`src/rtl/equirect_distance_meters_macros.svh`:
```
// Assertion shorthands used by the top block to check itself.
// Each one samples on the rising edge of clk and is off while rst_n is low.
`ifndef EQUIRECT_DISTANCE_METERS_MACROS_SVH
`define EQUIRECT_DISTANCE_METERS_MACROS_SVH

// The consequent must hold in the same cycle as the antecedent.
`define EDM_ASSERT_NOW(label, ante, cons, msg) \
  label: assert property (@(posedge clk) disable iff (!rst_n) (ante) |-> (cons)) \
    else $error(msg);

// The consequent must hold in the cycle after the antecedent.
`define EDM_ASSERT_NEXT(label, ante, cons, msg) \
  label: assert property (@(posedge clk) disable iff (!rst_n) (ante) |=> (cons)) \
    else $error(msg);

`endif

```
`src/rtl/edm_pkg.sv`:
```
`default_nettype none

package edm_pkg;

  // Field widths of a request and of a result.
  localparam int LAT_W   = 31;
  localparam int LON_W   = 32;
  localparam int IN_W    = 128;
  localparam int DIST_W  = 25;
  localparam int OUT_W   = 32;

  // Internal widths, each sized for the largest value it can carry.
  localparam int DLAT_W  = 32;  // lat2 - lat1, signed
  localparam int DLON_W  = 32;  // wrapped longitude difference, signed
  localparam int MEAN_W  = 31;  // sum of halved latitudes, signed
  localparam int AY_W    = 32;  // |dlat| up to 2^31
  localparam int ADLON_W = 31;  // |dlon| up to 1.8e9
  localparam int MAG_W   = 31;  // |mean| up to 2^30
  localparam int DEG_W   = 7;   // whole degrees, at most 107 before the clamp
  localparam int IDX_W   = 4;
  localparam int FRAC_W  = 4;
  localparam int COS_W   = 14;
  localparam int Q_W     = 18;  // |dlon| / 10000
  localparam int R_W     = 14;  // |dlon| % 10000
  localparam int RC_W    = 27;
  localparam int QC_W    = 31;
  localparam int AX_W    = 31;
  localparam int SUM_W   = 63;
  localparam int RAD_W   = 64;
  localparam int ROOT_W  = 32;

  // Longitude wrap limits in 1e-7 degree.
  localparam logic signed [32:0] HALF_TURN = 33'sd1800000000;
  localparam logic signed [32:0] FULL_TURN = 33'sd3600000000;

  localparam logic [DEG_W-1:0] DEG_CLAMP  = 7'd90;
  localparam logic [31:0]      COS_SCALE  = 32'd10000;
  localparam int               TABLE_LAST = 9;

  // Division of the mean latitude by 1e7: exact for magnitudes up to 2^30.
  localparam int          DEG_SHIFT   = 53;
  localparam logic [63:0] DEG_RECIP_F = ((64'd1 << DEG_SHIFT) + 64'd9999999) / 64'd10000000;
  localparam int          DEG_RECIP_W = 30;
  localparam logic [DEG_RECIP_W-1:0] DEG_RECIP = DEG_RECIP_F[DEG_RECIP_W-1:0];

  // Division of |dlon| by 10000: exact below 2^31.
  localparam int          Q_SHIFT   = 45;
  localparam logic [63:0] Q_RECIP_F = ((64'd1 << Q_SHIFT) + 64'd9999) / 64'd10000;
  localparam int          Q_RECIP_W = 32;
  localparam logic [Q_RECIP_W-1:0] Q_RECIP = Q_RECIP_F[Q_RECIP_W-1:0];

  // Division of remainder times cosine by 10000: exact below 1e8.
  localparam int          R_SHIFT   = 40;
  localparam logic [63:0] R_RECIP_F = ((64'd1 << R_SHIFT) + 64'd9999) / 64'd10000;
  localparam int          R_RECIP_W = 27;
  localparam logic [R_RECIP_W-1:0] R_RECIP = R_RECIP_F[R_RECIP_W-1:0];

  // Division of an interpolation step by ten: exact below 16384.
  localparam int                TEN_SHIFT = 16;
  localparam logic [12:0]       TEN_RECIP = 13'd6554;
  localparam int                STEP_W    = 11;

  // Meters scale 111195 / 1e7, reduced to 22239 / 2000000. The rounded-up
  // reciprocal keeps the floor exact for any 32-bit root.
  localparam int           SCALE_SHIFT   = 53;
  localparam logic [127:0] SCALE_RECIP_F =
    ((128'd22239 << SCALE_SHIFT) + 128'd1999999) / 128'd2000000;
  localparam int           SCALE_LO_W    = 24;
  localparam int           SCALE_HI_W    = 23;
  localparam logic [SCALE_LO_W-1:0] SCALE_LO = SCALE_RECIP_F[SCALE_LO_W-1:0];
  localparam logic [SCALE_HI_W-1:0] SCALE_HI =
    SCALE_RECIP_F[SCALE_LO_W +: SCALE_HI_W];
  localparam int           SCALE_SUM_W   = 80;

  // One queued request after the longitude wrap and the latitude halving.
  typedef struct packed {
    logic [DLAT_W-1:0] dlat;
    logic [DLON_W-1:0] dlon;
    logic [MEAN_W-1:0] mean;
  } edm_item_t;

  // Queue status seen by both sides.
  typedef struct packed {
    logic empty;
    logic full;
  } edm_qstat_t;

  // Cosine at 10-degree steps, scale 10000.
  function automatic logic [COS_W-1:0] edm_cos_point(input logic [IDX_W-1:0] idx);
    logic [COS_W-1:0] c;
    case (idx)
      4'd0:    c = 14'd10000;
      4'd1:    c = 14'd9848;
      4'd2:    c = 14'd9396;
      4'd3:    c = 14'd8660;
      4'd4:    c = 14'd7660;
      4'd5:    c = 14'd6427;
      4'd6:    c = 14'd5000;
      4'd7:    c = 14'd3420;
      4'd8:    c = 14'd1736;
      default: c = 14'd0;
    endcase
    return c;
  endfunction

endpackage

`default_nettype wire

```
`src/rtl/edm_front.sv`:
```
`default_nettype none

// Unpacks a request, wraps the longitude difference once into +/-180
// degrees and forms the sum of the latitudes halved toward zero.
module edm_front
  import edm_pkg::*;
(
  input  logic [IN_W-1:0] in_data,
  output edm_item_t       item
);

  logic [LAT_W-1:0]        lat1;
  logic [LON_W-1:0]        lon1;
  logic [LAT_W-1:0]        lat2;
  logic [LON_W-1:0]        lon2;
  logic signed [32:0]      dlon_raw;
  logic signed [32:0]      dlon_sub;
  logic signed [32:0]      dlon_add;
  logic signed [32:0]      dlon_wrap;
  logic [LAT_W-1:0]        lat1_adj;
  logic [LAT_W-1:0]        lat2_adj;
  logic [MEAN_W-1:0]       half1;
  logic [MEAN_W-1:0]       half2;

  assign lat1 = in_data[30:0];
  assign lon1 = in_data[62:31];
  assign lat2 = in_data[93:63];
  assign lon2 = in_data[125:94];

  // Latitude difference fits 32 bits signed.
  assign item.dlat = {lat2[LAT_W-1], lat2} - {lat1[LAT_W-1], lat1};

  // Longitude difference with a single wrap; all three candidates in parallel.
  assign dlon_raw = $signed({lon2[LON_W-1], lon2}) - $signed({lon1[LON_W-1], lon1});
  assign dlon_sub = dlon_raw - FULL_TURN;
  assign dlon_add = dlon_raw + FULL_TURN;

  always_comb begin
    if (dlon_raw > HALF_TURN) begin
      dlon_wrap = dlon_sub;
    end else if (dlon_raw < -HALF_TURN) begin
      dlon_wrap = dlon_add;
    end else begin
      dlon_wrap = dlon_raw;
    end
  end

  assign item.dlon = dlon_wrap[DLON_W-1:0];

  // Halving toward zero: add one to a negative value, then shift arithmetically.
  assign lat1_adj = lat1 + LAT_W'(lat1[LAT_W-1]);
  assign lat2_adj = lat2 + LAT_W'(lat2[LAT_W-1]);
  assign half1    = {lat1_adj[LAT_W-1], lat1_adj[LAT_W-1:1]};
  assign half2    = {lat2_adj[LAT_W-1], lat2_adj[LAT_W-1:1]};
  assign item.mean = half1 + half2;

endmodule

`default_nettype wire

```
`config.mk`:
```
export PLATFORM = sky130hd
export DESIGN_NAME = edm_front
export DESIGN_NICKNAME = d
export VERILOG_FILES = /design/src/rtl/equirect_distance_meters_macros.svh /design/src/rtl/edm_pkg.sv /design/src/rtl/edm_front.sv
export SDC_FILE = /design/constraint.sdc
export NUM_CORES = 1
export LEC_CHECK = 0
export BUFFER_PORTS_ARGS = -buffer_cell sky130_fd_sc_hd__buf_2
export CORE_MARGIN = 2
export CORE_UTILIZATION = 46
export DETAILED_ROUTE_END_ITERATION = 6
export PLACE_DENSITY = 0.73
export SLEW_MARGIN = 20
export SYNTH_ARGS = -nofsm -noshare
export SYNTH_HDL_FRONTEND = slang
export SYNTH_SLANG_ARGS = --single-unit
```
`constraint.sdc`:
```
create_clock -name vclk -period 5.8
set_clock_uncertainty 0.15 [all_clocks]
set_input_delay 0.58 -clock vclk [all_inputs]
set_output_delay 0.58 -clock vclk [all_outputs]
set_load 0.02 [all_outputs]
```
# ---- After elaboration in Yosys (flattened, before gate mapping)
# Cells that the tools add are included.
# W data, S select, Z words.
dict set report word_totals {
  reg_bits 0
  latch_bits 0
  mem_bits_rw 0
  mem_bits_ro 0
  input_bits 128
  output_inout_bits 95
  elab_cells 11
  n_memories 0
}
dict set report op_classes {
  add_sub_neg 7
  n_mul 0
  div_mod_pow 0
  order_cmp 2
  n_eq_ne 0
  n_shift 0
  mux 2
  bitwise_logic 0
  n_reduce_logical 0
}
# cell n
set op_table {}
lappend op_table {{$mux W32} 2}
lappend op_table {{$add A31 B1 Y31} 2}
lappend op_table {{$gt A33 B32 Y1 const B} 1}
lappend op_table {{$lt A33 B32 Y1 const B} 1}
lappend op_table {{$sub A32 B32 Y33} 1}
lappend op_table {{$add A32 B31 Y32 const B} 1}
lappend op_table {{$sub A31 B31 Y32} 1}
lappend op_table {{$sub A32 B31 Y32 const B} 1}
lappend op_table {{$add A30 B30 Y31} 1}

# ---- Depth between registers and ports, before layout
dict set report depth {
  depth_word 4
  depth_mapped 21
  ltp_nobuf 20
}

# ---- Least setup slack after synthesis
# OpenSTA, ideal clock, no wires.
dict set report synth_path {
  path_type {input -> output}
  startpoint {input in_data[32]}
  endpoint {output item[55] in the netlist's numbering}
  arrival_time_ps 4756
  required_ps 5070
  slack_ps 314
  stages 20
  path_buffers 2
  path_cell_list {inv_1 ha_1 nor2b_1 o31a_1 o21ai_2 mux2_2 and2_1 clkbuf_1 inv_1 ha_1 o2111ai_1 nor4b_1 nand3_1 or4_1 or4_1 o41a_1 o21ai_1 buf_4 o32ai_1 xnor2_1}
}
# element line_no
set synth_rtl {}
lappend synth_rtl {{start, declared} edm_front.sv:8} ;# input logic [IN_W-1:0] in_data,
lappend synth_rtl {{end, declared} edm_front.sv:9} ;# output edm_item_t item

==> summary.md <==
| Metric | Value |
|---|---|
| Outcome | finished, final reports clean |
| Worst-margin pin slew | 625.2 ps |
| Critical path's top delay family | compound AO/OA/AOI/OAI gates |
| Gpl congestion | around 0.92 |
| Slew headroom | between 50% and 60% |
| Register area | 0 µm² |
| CP required | roughly 5000 ps |
| Final Total Pwr | between 1.5 and 2 mW |
| Most frequent cells in the layout | buf_2 (220), inv_1 (108), xnor2_1 (107) |
| Final non-filler cell total | around 1500 |
| Multi-input logic area | between 6000 and 7000 µm² |
| Sequential fraction of the synthesis area | 0% |
| Commonest non-fill, non-tap cell in the layout | buf_2 |
| Crit path time final | about 5500 ps |
| # hold bufs at CTS | 0 |
| Vias per cell | approximately 5.6 |
| Period utilization | roughly 96% |
| Largest net degree at the start of global routing | 13 |
| Post-route DRC violation count | 0 |
| Post-Syn Area | 7330 µm² |
| Worst EP arrival | slightly below 5000 ps |
| Max IR drop VDD | between 150 and 200 µV |
| Final nets | 1546 |
| Core area | 15710 µm² |
| Cells after synthesis | ~1100 |
| Die Ht | approximately 130 µm |
| Syn_nets | between 1000 and 1500 |
| Fin. Hold Viols | 0 |
| Sequential cells | 0 |
| Clock power share | 0% |
| CP bufs+invs | 4 |
| Fill cells | around 1600 |
| Drt pass-1 iters | 5 |
| Final Util | 56.81% |
| Int Power | 632.6 µW |
| CP Depth | 20 |
| Synth cell types | 80 |
| Vias in the first global route | roughly 7600 |
| Power Density | ~180 nW/µm² |
| Critical Path Source Type | input port |
| Antenna violations before repair | 6 |
| Leak | between 4 and 5 nW |
| Slowest-stage cell, CP | or4_1 |
| Worst Slack Setup Final | about 250 ps |
| Drt wl/cell | around 14 µm |
| GR Overflow Total | 0 |
| Max incr delay on CP | 430 ps |
| Cell-by-cell trace of the critical path | buf_2 -> inv_1 -> ha_1 -> o211a_1 -> o31a_1 -> o21ai_2 -> mux2_2 -> and2_1 -> inv_1 -> ha_1 -> o2111ai_1 -> nor4b_2 -> nand3_1 -> or4_1 -> or4_1 -> o41a_1 -> o21a_4 -> a31oi_1 -> xnor2_1 -> buf_2 |
| Total vias in the final route | roughly 8500 |
| Crit Path Max Fanout | 12 |
| Share of cells above drive strength 1 | a little under a quarter |
| CP Capture Type | output pin |
| Max frequency | around 0.18 GHz |
| Initial Util | a little under half |
| IO buf count | roughly 220 |
| Logic pwr share | 100.0% |
| DRT iter0 DRCs | ~410 |
| Total wire length | 21600 µm |
| Max Transition Viols Final | 0 |
| Clock buf count | 0 |
| Placed Instances | about 1500 |
| DIE AREA | between 15000 and 20000 µm² |
| Setup tns final | 0 ps |
| Reg power frac | 0% |
| Max-cap viol count | 0 |
| Crit Path Category | in -> out |
| Final setup viols | 0 |
| All-Layer GR Usage | approximately a quarter |
| Die X-Extent | between 100 and 150 µm |
| Switch Pwr | 952.9 µW |
| DRT antenna net count | 0 |
| First-pass GRT wire length | roughly 35000 µm |
| Dpl ws | 63.17 ps |
| Mean Syn Cell Area | between 6 and 7 µm² |
| HP Class | in -> out |
| Cell count of the worst hold path | 4 |
| Switch share | about three fifths |
| Area grow syn2layout | 21.78% |
| Placement Rows | 46 |
| RSZ-0062 raised after global routing | yes |
| Detail Placement HPWL | approximately 19000 µm |
| Synthesis Warnings | 0 |
| Ports | ~220 |
-- cell usage after synthesis, drive strengths merged (10+ instances only) --
library cell	number	area share [%]
o21ai	57	4.0
a211oi	10	1.2
or2	12	1.0
inv	108	5.5
o21a	21	2.2
o211ai	17	1.9
a31oi	13	1.1
nand3	50	3.4
nor2	84	4.6
a21o	27	2.8
and2	22	1.9
and3	20	1.8
xor2	43	5.1
ha	98	17
clkbuf	13	0.67
nor3	31	2.1
nand2	86	4.4
a21oi	84	6.0
nand2b	10	0.85
buf	12	1.1
nand4	16	1.4
xnor2	108	13
nor2b	17	1.5
or3	10	0.85
-- stage by stage --
step                      instance area (µm²)  hold WS [ps]
after global routing                     8926          1407
after detailed placement                 8817          1392
after global placement                   8817          1385
after floorplan                          7330          1201
final                                    8926          1390
after CTS                                8817          1392
-- worst paths after layout --
kind	slack, ps	start	endpoint
worst min-delay path	1390	in_data[0]	item[63]
worst max-delay path	250	in_data[33]	item[50]
-- area by class of cell --
cell class,count,share of cell area (%)
Multi-Input combinational cell,953,76.96
Timing Repair Buffer,254,15.33
Inverter,108,4.542
Tap cell,216,3.028
Antenna cell,5,0.1402
-- routing by layer --
| layer | routed length [µm] | global-route usage (%) | vias up | part of all wire [%] |
|---|---|---|---|---|
| met5 | 13 | 0 | - | 0.060 |
| met4 | 293 | 3.605 | 2 | 1.4 |
| met3 | 1411 | 2.706 | 20 | 6.5 |
| met2 | 10170 | 42.65 | 255 | 47 |
| met1 | 9706 | 31.32 | 3903 | 45 |
| li1 | - | - | 4369 | - |
-- logic make-up (layout without fill, tap and decap cells) --
group                    Yosys count  after routing  share of synthesized area (%)
multiplexers                       1              1                         0.1536
AND/OR/NAND/NOR                  385            385                          26.75
AO/OA/AOI/OAI                    315            315                          29.93
XOR/XNOR                         151            151                          18.30
adder cells (fa/ha/maj)          101            101                          17.55
other                              0              5                              0
buffers and inverters            133            362                          7.323
-- power groups by stage --
stage | Combinational, mW | Clock (mW) | Sequential, mW
6_report | 1.59 | 0.000000115 | 0
3_3_place_gp | 1.54 | 0 | 0
5_1_grt | 1.74 | 0.000000115 | 0
4_1_cts | 1.56 | 0 | 0
3_5_place_dp | 1.55 | 0 | 0
2_1_floorplan | 1.10 | 0 | 0
-- what timing repair did --
item | 4_1_cts | 5_1_grt
buffers inserted | 0 | 3
endpoints found under the hold margin | 0 | 0
endpoints found under the setup margin | 0 | 26
gates resized for setup | 0 | 14
Power figures use the tool's default switching activity.
