<file path="src/rtl/equirect_distance_meters_macros.svh">
// Assertion shorthands used by the top block to check itself.
// Each one samples on the rising edge of clk and is off while rst_n is low.
`ifndef EQUIRECT_DISTANCE_METERS_MACROS_SVH
`define EQUIRECT_DISTANCE_METERS_MACROS_SVH

// The consequent must hold in the same cycle as the antecedent.
`define EDM_ASSERT_NOW(label, ante, cons, msg) \
  label: assert property (@(posedge clk) disable iff (!rst_n) (ante) |-> (cons)) \
    else $error(msg);

// The consequent must hold in the cycle after the antecedent.
`define EDM_ASSERT_NEXT(label, ante, cons, msg) \
  label: assert property (@(posedge clk) disable iff (!rst_n) (ante) |=> (cons)) \
    else $error(msg);

`endif

</file>
<file path="src/rtl/edm_pkg.sv">
`default_nettype none

package edm_pkg;

  // Field widths of a request and of a result.
  localparam int LAT_W   = 31;
  localparam int LON_W   = 32;
  localparam int IN_W    = 128;
  localparam int DIST_W  = 25;
  localparam int OUT_W   = 32;

  // Internal widths, each sized for the largest value it can carry.
  localparam int DLAT_W  = 32;  // lat2 - lat1, signed
  localparam int DLON_W  = 32;  // wrapped longitude difference, signed
  localparam int MEAN_W  = 31;  // sum of halved latitudes, signed
  localparam int AY_W    = 32;  // |dlat| up to 2^31
  localparam int ADLON_W = 31;  // |dlon| up to 1.8e9
  localparam int MAG_W   = 31;  // |mean| up to 2^30
  localparam int DEG_W   = 7;   // whole degrees, at most 107 before the clamp
  localparam int IDX_W   = 4;
  localparam int FRAC_W  = 4;
  localparam int COS_W   = 14;
  localparam int Q_W     = 18;  // |dlon| / 10000
  localparam int R_W     = 14;  // |dlon| % 10000
  localparam int RC_W    = 27;
  localparam int QC_W    = 31;
  localparam int AX_W    = 31;
  localparam int SUM_W   = 63;
  localparam int RAD_W   = 64;
  localparam int ROOT_W  = 32;

  // Longitude wrap limits in 1e-7 degree.
  localparam logic signed [32:0] HALF_TURN = 33'sd1800000000;
  localparam logic signed [32:0] FULL_TURN = 33'sd3600000000;

  localparam logic [DEG_W-1:0] DEG_CLAMP  = 7'd90;
  localparam logic [31:0]      COS_SCALE  = 32'd10000;
  localparam int               TABLE_LAST = 9;

  // Division of the mean latitude by 1e7: exact for magnitudes up to 2^30.
  localparam int          DEG_SHIFT   = 53;
  localparam logic [63:0] DEG_RECIP_F = ((64'd1 << DEG_SHIFT) + 64'd9999999) / 64'd10000000;
  localparam int          DEG_RECIP_W = 30;
  localparam logic [DEG_RECIP_W-1:0] DEG_RECIP = DEG_RECIP_F[DEG_RECIP_W-1:0];

  // Division of |dlon| by 10000: exact below 2^31.
  localparam int          Q_SHIFT   = 45;
  localparam logic [63:0] Q_RECIP_F = ((64'd1 << Q_SHIFT) + 64'd9999) / 64'd10000;
  localparam int          Q_RECIP_W = 32;
  localparam logic [Q_RECIP_W-1:0] Q_RECIP = Q_RECIP_F[Q_RECIP_W-1:0];

  // Division of remainder times cosine by 10000: exact below 1e8.
  localparam int          R_SHIFT   = 40;
  localparam logic [63:0] R_RECIP_F = ((64'd1 << R_SHIFT) + 64'd9999) / 64'd10000;
  localparam int          R_RECIP_W = 27;
  localparam logic [R_RECIP_W-1:0] R_RECIP = R_RECIP_F[R_RECIP_W-1:0];

  // Division of an interpolation step by ten: exact below 16384.
  localparam int                TEN_SHIFT = 16;
  localparam logic [12:0]       TEN_RECIP = 13'd6554;
  localparam int                STEP_W    = 11;

  // Meters scale 111195 / 1e7, reduced to 22239 / 2000000. The rounded-up
  // reciprocal keeps the floor exact for any 32-bit root.
  localparam int           SCALE_SHIFT   = 53;
  localparam logic [127:0] SCALE_RECIP_F =
    ((128'd22239 << SCALE_SHIFT) + 128'd1999999) / 128'd2000000;
  localparam int           SCALE_LO_W    = 24;
  localparam int           SCALE_HI_W    = 23;
  localparam logic [SCALE_LO_W-1:0] SCALE_LO = SCALE_RECIP_F[SCALE_LO_W-1:0];
  localparam logic [SCALE_HI_W-1:0] SCALE_HI =
    SCALE_RECIP_F[SCALE_LO_W +: SCALE_HI_W];
  localparam int           SCALE_SUM_W   = 80;

  // One queued request after the longitude wrap and the latitude halving.
  typedef struct packed {
    logic [DLAT_W-1:0] dlat;
    logic [DLON_W-1:0] dlon;
    logic [MEAN_W-1:0] mean;
  } edm_item_t;

  // Queue status seen by both sides.
  typedef struct packed {
    logic empty;
    logic full;
  } edm_qstat_t;

  // Cosine at 10-degree steps, scale 10000.
  function automatic logic [COS_W-1:0] edm_cos_point(input logic [IDX_W-1:0] idx);
    logic [COS_W-1:0] c;
    case (idx)
      4'd0:    c = 14'd10000;
      4'd1:    c = 14'd9848;
      4'd2:    c = 14'd9396;
      4'd3:    c = 14'd8660;
      4'd4:    c = 14'd7660;
      4'd5:    c = 14'd6427;
      4'd6:    c = 14'd5000;
      4'd7:    c = 14'd3420;
      4'd8:    c = 14'd1736;
      default: c = 14'd0;
    endcase
    return c;
  endfunction

endpackage

`default_nettype wire

</file>
<file path="src/rtl/edm_queue.sv">
`default_nettype none

// Short register queue between the front and the back part.
module edm_queue
  import edm_pkg::*;
#(
  parameter int DEPTH = 4
)
(
  input  logic       clk,
  input  logic       rst_n,
  input  logic       push,
  input  edm_item_t  push_item,
  input  logic       pop,
  output edm_item_t  head_item,
  output edm_qstat_t stat
);

  localparam int PTR_W = (DEPTH > 1) ? $clog2(DEPTH) : 1;
  localparam int CNT_W = $clog2(DEPTH + 1);

  edm_item_t        entry_r [DEPTH];
  logic [PTR_W-1:0] wr_ptr_r, wr_ptr_nxt;
  logic [PTR_W-1:0] rd_ptr_r, rd_ptr_nxt;
  logic [CNT_W-1:0] count_r, count_nxt;

  assign stat.empty = (count_r == '0);
  assign stat.full  = (count_r == CNT_W'(DEPTH));
  assign head_item  = entry_r[rd_ptr_r];

  // Pointer and fill count update.
  always_comb begin
    wr_ptr_nxt = wr_ptr_r;
    rd_ptr_nxt = rd_ptr_r;
    count_nxt  = count_r;
    if (push) begin
      wr_ptr_nxt = (wr_ptr_r == PTR_W'(DEPTH - 1)) ? '0 : wr_ptr_r + PTR_W'(1);
    end
    if (pop) begin
      rd_ptr_nxt = (rd_ptr_r == PTR_W'(DEPTH - 1)) ? '0 : rd_ptr_r + PTR_W'(1);
    end
    if (push && !pop) begin
      count_nxt = count_r + CNT_W'(1);
    end else if (pop && !push) begin
      count_nxt = count_r - CNT_W'(1);
    end
  end

  always_ff @(posedge clk) begin
    if (!rst_n) begin
      wr_ptr_r <= '0;
      rd_ptr_r <= '0;
      count_r  <= '0;
    end else begin
      wr_ptr_r <= wr_ptr_nxt;
      rd_ptr_r <= rd_ptr_nxt;
      count_r  <= count_nxt;
    end
  end

  // Entry storage.
  always_ff @(posedge clk) begin
    if (push) begin
      entry_r[wr_ptr_r] <= push_item;
    end
  end

endmodule

`default_nettype wire

</file>
<file path="config.mk">
export PLATFORM = sky130hd
export DESIGN_NAME = edm_queue
export DESIGN_NICKNAME = d
export VERILOG_FILES = /design/src/rtl/equirect_distance_meters_macros.svh /design/src/rtl/edm_pkg.sv /design/src/rtl/edm_queue.sv
export SDC_FILE = /design/constraint.sdc
export NUM_CORES = 1
export LEC_CHECK = 0
export CAP_MARGIN = 20
export CORE_MARGIN = 4
export CORE_UTILIZATION = 40
export DETAILED_ROUTE_END_ITERATION = 8
export DONT_BUFFER_PORTS = 1
export PLACE_DENSITY = 0.62
export SETUP_SLACK_MARGIN = 0.3
export SYNTH_ARGS = -nofsm -noshare
export SYNTH_HDL_FRONTEND = slang
export SYNTH_SLANG_ARGS = --single-unit
</file>
<file path="constraint.sdc">
create_clock -name clk -period 3.1 [get_ports clk]
set_input_delay 0.465 -clock clk [delete_from_list [all_inputs] [get_ports clk]]
set_output_delay 0.465 -clock clk [all_outputs]
set_load 0.05 [all_outputs]
</file>
# Word level (Yosys, flattened, before mapping)
# Memories as Yosys holds them, arrays and structs flattened. A register that Yosys moved wholly into a read port is not among the register bits.
# Cells that the tools add are included.
totals:
  reg_bits: 7
  mem_bits_rw: 380
  input_bits: 99
  out_inout_bits: 97
  elab_cells: 25
  memories: 1
op_classes:
  addsub: 4
  eq_ne: 3
  muxes: 8
  n_reduce_logical: 6
memory_table:
  columns: ["memory", "depth", "width", "rd", "rd_ports_with_merged_regs", "wr", "line_no", "source"]
  rows:
  - ["entry_r", 4, 95, 1, 1, 1, "edm_queue.sv:22", "edm_item_t entry_r [DEPTH];"]
op_table:
  columns: ["op", "count"]
  rows:
  - ["$mux 2", 4]
  - ["$mux 3", 2]
  - ["$add 2x1->2 const B", 2]
  - ["$eq 2x2->1 const B", 2]
  - ["$add 3x1->3 const B", 1]
  - ["$eq 3x3->1 const B", 1]
  - ["$logic_not 3->1", 1]
  - ["$sub 3x1->3 const B", 1]
  - ["$logic_and 1x1->1", 2]
  - ["$logic_not 1->1", 2]
  - ["$mux 1", 2]
  - ["$reduce_bool 2->1", 1]

# Logic depth before layout (Yosys ltp)
logic_depth:
  word_depth: 4
  ltp_mapped: 7

# Worst setup path before layout
# No wires, ideal clock.
synth_timing:
  path_kind: "register -> register"
  start: "register wr_ptr_r[0]"
  end: "memory entry_r[3][0] (netlist name), enable pin"
  arrival_time_ns: 2.745
  required_time_ns: 2.636
  slack_ns: -0.109
  stages_incl_launch_ff: 3
  synth_period_minus_slack_ns: 3.209
  cell_sequence: "dfxtp_1 > ha_1 > and2_1"
synth_rtl:
  columns: ["item", "line_no", "source"]
  rows:
  - ["from (decl)", "edm_queue.sv:23", "logic [PTR_W-1:0] wr_ptr_r, wr_ptr_nxt;"]
  - ["from (signal assigned)", "edm_queue.sv:55", "wr_ptr_r <= wr_ptr_nxt;"]
  - ["to (decl)", "edm_queue.sv:22", null]
# No word-level cell before the write port.

==> impl_results.rst <==
.. list-table::
   :header-rows: 1

   * - Metric
     - Value
   * - Biggest area consumer among synthesized cells
     - edfxtp_1
   * - Number of DRC violations after detailed routing
     - 0
   * - Number of top-level pins
     - about 200
   * - Grt total ovfl
     - 0
   * - Synthesized netlist net count
     - 647
   * - Worst reg2reg path startpoint
     - wr_ptr_r[0]
   * - Pin count of the biggest net entering global routing
     - a little over 70
   * - Initial antenna violation count
     - 2
   * - Instance count of the mapped netlist
     - 541
   * - Final setup violating endpoints
     - 0
   * - Critical hold path startpoint
     - rst_n
   * - CTS tree
     - built
   * - Total Routed Length
     - 25.76 mm
   * - Leading register cell type out of synthesis
     - edfxtp_1
   * - Worst-Skew Late Latency
     - about 0.54 ns
   * - Cell with the biggest individual delay on the critical path
     - mux4_2
   * - Quantity of gates resized following cts
     - 0
   * - Initial core utilization
     - approximately two fifths
   * - Class of the most critical hold timing path
     - in -> reg
   * - Total clock sinks
     - 389
   * - Top delay family on crit path
     - multiplexers
   * - Final std cells w/o fill
     - approximately 1.2k
   * - Largest vdd supply drop
     - 0.4746 mV
   * - Max-slew violation count
     - 0
   * - Number of warning messages in the yosys log
     - 0
   * - Total via count after detailed routing
     - between 5k and 6k
   * - RSZ-0062 raised after global routing
     - false
   * - Width of the die
     - around 200 um
   * - Dpl hpwl
     - approximately 15 mm
   * - Critical path class
     - reg -> out
   * - Avg Synthesized Cell Area
     - around 26 um^2
   * - Global-route usage over all layers
     - a little over an eighth
   * - Number of port buffers
     - 0
   * - Layout cells sized above 1
     - approximately a quarter
   * - Time the worst path needs with I/O delays and setup
     - about 2.6 ns
   * - Antenna Violating Nets Remaining
     - 0
   * - DIE AREA
     - between 30000 and 40000 um^2
   * - Mapped cell area
     - around 14000 um^2
   * - Series of cell instances along the critical path
     - buf_12, mux4_2
   * - Outcome
     - completed
   * - Post-layout net count
     - a little under 800
   * - Final Hold Fails
     - 0
   * - Number of register bits inferred by synthesis
     - 389
   * - Commonest cells post-synth
     - 380 x edfxtp_1, 95 x mux4_2, 11 x buf_2, 9 x dfxtp_1
   * - End of the worst register-to-register path
     - entry_r[0][12]
   * - Data required, critical path
     - approximately 2.6 ns
   * - Avg Vias per Cell
     - between 5 and 6
   * - Number of search-and-repair iterations in the first detailed-routing pass
     - 4
   * - Number of cells after detailed placement
     - roughly 980
   * - Max Fanout on Critical Path
     - 70
   * - Arrival time of data at the critical path endpoint
     - 2.18 ns
   * - CTS max path bufs
     - 3
   * - Worst Hold End
     - wr_ptr_r[0]
   * - Core ar.
     - roughly 35000 um^2
   * - Buffer cell driving the clock tree root
     - clkbuf_16
   * - Startpoint kind of the worst setup timing path
     - register
   * - Count of different cell masters after synthesis
     - 22
   * - Number of filler instances in the final layout
     - 2674
   * - Worst relative slew slack
     - 43.70%
   * - Areal power density over the cells
     - just over 700 nW/um^2
   * - Depth of the worst register-to-register path
     - 4
   * - Starting DRT DRC Count
     - between 300 and 400
   * - Clock buffers created by TritonCTS
     - 40
   * - Final weighted congestion in routability-driven placement
     - between 0.6 and 0.7
   * - Top cell type's share of synthesized area
     - 80.30%
   * - Area taken by multi-input logic gates
     - 2417 um^2
   * - Worst Setup End Kind
     - primary output
   * - Largest stage delay on the critical path
     - between 0.7 and 0.8 ns
   * - Area growth, synth to finish
     - 19.90%
   * - Sequential cell area fraction in the yosys report
     - 81.57%
   * - Vert. Die Dim
     - 196.5 um
   * - Number of enable-type register cells in the synthesized netlist
     - 380
   * - Proportion of synthesized flip-flops having asynchronous set or reset
     - 0%
   * - Number of global-route vias before repair
     - 6517
   * - Max H-tree Level
     - 2
   * - Clock-pin slew reported for the worst setup and hold paths after clock tree synthesis
     - about 0.050 ns
   * - Slew at the pin closest to its max-slew limit
     - ~0.84 ns
   * - Wire length of the first global-routing pass
     - around 40 mm
   * - Setup TNS after final layout
     - 0 ns
   * - Final routed wire length divided by cell count
     - roughly 22 um
   * - Most frequent cell after synthesis
     - edfxtp_1
   * - Combined buffer and inverter count along the critical path
     - 1
   * - Register Area
     - around 12000 um^2
   * - Worst clock skew
     - 0.01243 ns
   * - Synth top area cells
     - edfxtp_1 80%, mux4_2 15%, dfxtp_1 1.3%
   * - Final worst-path cycle share
     - around 85%
   * - Setup slack of the worst register-to-register path
     - between 1 and 1.5 ns
   * - Utilization of the core after routing
     - approximately half
   * - Static Leakage
     - approximately 5.3 nW
   * - Std cell rows
     - 68
   * - Highest achievable clock rate
     - 0.3778 GHz
   * - Worst hold path cell count
     - 1
   * - Maxcap violations
     - 0
## worst reg2reg max path: stages, from the launching register on
cell and delay (ns):
dfxtp_1 0.35, inv_1 0.10, ha_1 0.15, and2_4 0.51, buf_12 0.45
## where the power goes
| group | internal, W | switching, W | leakage, nW |
|---|---|---|---|
| clock network | 0.00292 | 0.00184 | 0.647 |
| registers | 0.00603 | 0.0000700 | 3.57 |
| logic | 0.000386 | 0.00101 | 1.13 |
## logic make-up (layout without fill, tap and decap cells)
kind of cell,Yosys count,count (layout),synth area share (%)
adder cells (fa/ha/maj),7,7,0.6692
AO/OA/AOI/OAI,3,3,0.1409
multiplexers,99,99,15.34
other,0,1,0
flip-flops,389,389,81.57
XOR/XNOR,2,2,0.1233
buffers and inverters,26,181,1.523
AND/OR/NAND/NOR,15,15,0.6340
## sequential cells by signal, summed over array words and instances (netlist names), named ones only
register / cells
count_r: 3
entry_r: 380
rd_ptr_r: 2
wr_ptr_r: 2
## cell type report
class / count / area share, %
Inverter: 4 / 0.08813
Clock inverter: 25 / 1.623
Antenna cell: 1 / 0.01469
Multi-Input combinational cell: 126 / 14.19
Clock buffer: 48 / 6.176
Sequential cell: 389 / 68.08
Timing Repair Buffer: 104 / 6.492
Tap cell: 455 / 3.341
## cell usage in the layout, fill, tap and decap left out, drive strengths merged, types with 6 or more instances in the layout
| master | n |
|---|---|
| edfxtp | 380 |
| mux4 | 95 |
| dlygate4sd3 | 95 |
| clkbuf | 48 |
| clkinv | 16 |
| dfxtp | 9 |
| buf | 9 |
| ha | 6 |
| bufinv | 6 |
| inv | 6 |
## routing by layer
metal / part of all wire [%] / vias up / track usage [%]
met5: 0.027 / - / 0
met4: 2.1 / 2 / 3.957
met3: 8.4 / 41 / 5.402
met2: 50 / 193 / 21.98
met1: 39 / 3130 / 16.60
li1: - / 2579 / -
## repair_timing
action,CTS,global route
endpoints found under the hold margin,380,0
setup buffers,0,0
hold buffers,95,0
## stage by stage
step / worst slack [ns] / hold slack, ns / cell area [um^2] / power [W]
after detailed placement: 0.9684 / 0.5078 / 14760 / 0.007487
after global routing: 0.3117 / 0.03059 / 17040 / 0.01275
final: 0.4531 / 0.05907 / 17040 / 0.01226
after floorplan: 0.9328 / 0.4724 / 14210 / 0.007305
after CTS: 0.3673 / 0.01543 / 17040 / 0.01244
after global placement: 0.9964 / 0.4812 / 14760 / 0.007452
## how the worst max path moves through the flow
stage                    end  slack (ns)  depth (start not counted)
2_1_floorplan  entry_r[3][0]        0.93                          2
3_3_place_gp   head_item[74]         1.0                          2
3_5_place_dp   head_item[37]        0.97                          2
4_1_cts        head_item[59]        0.37                          2
5_1_grt        head_item[37]        0.31                          2
6_report       head_item[92]        0.45                          2
Power figures use the tool's default switching activity.
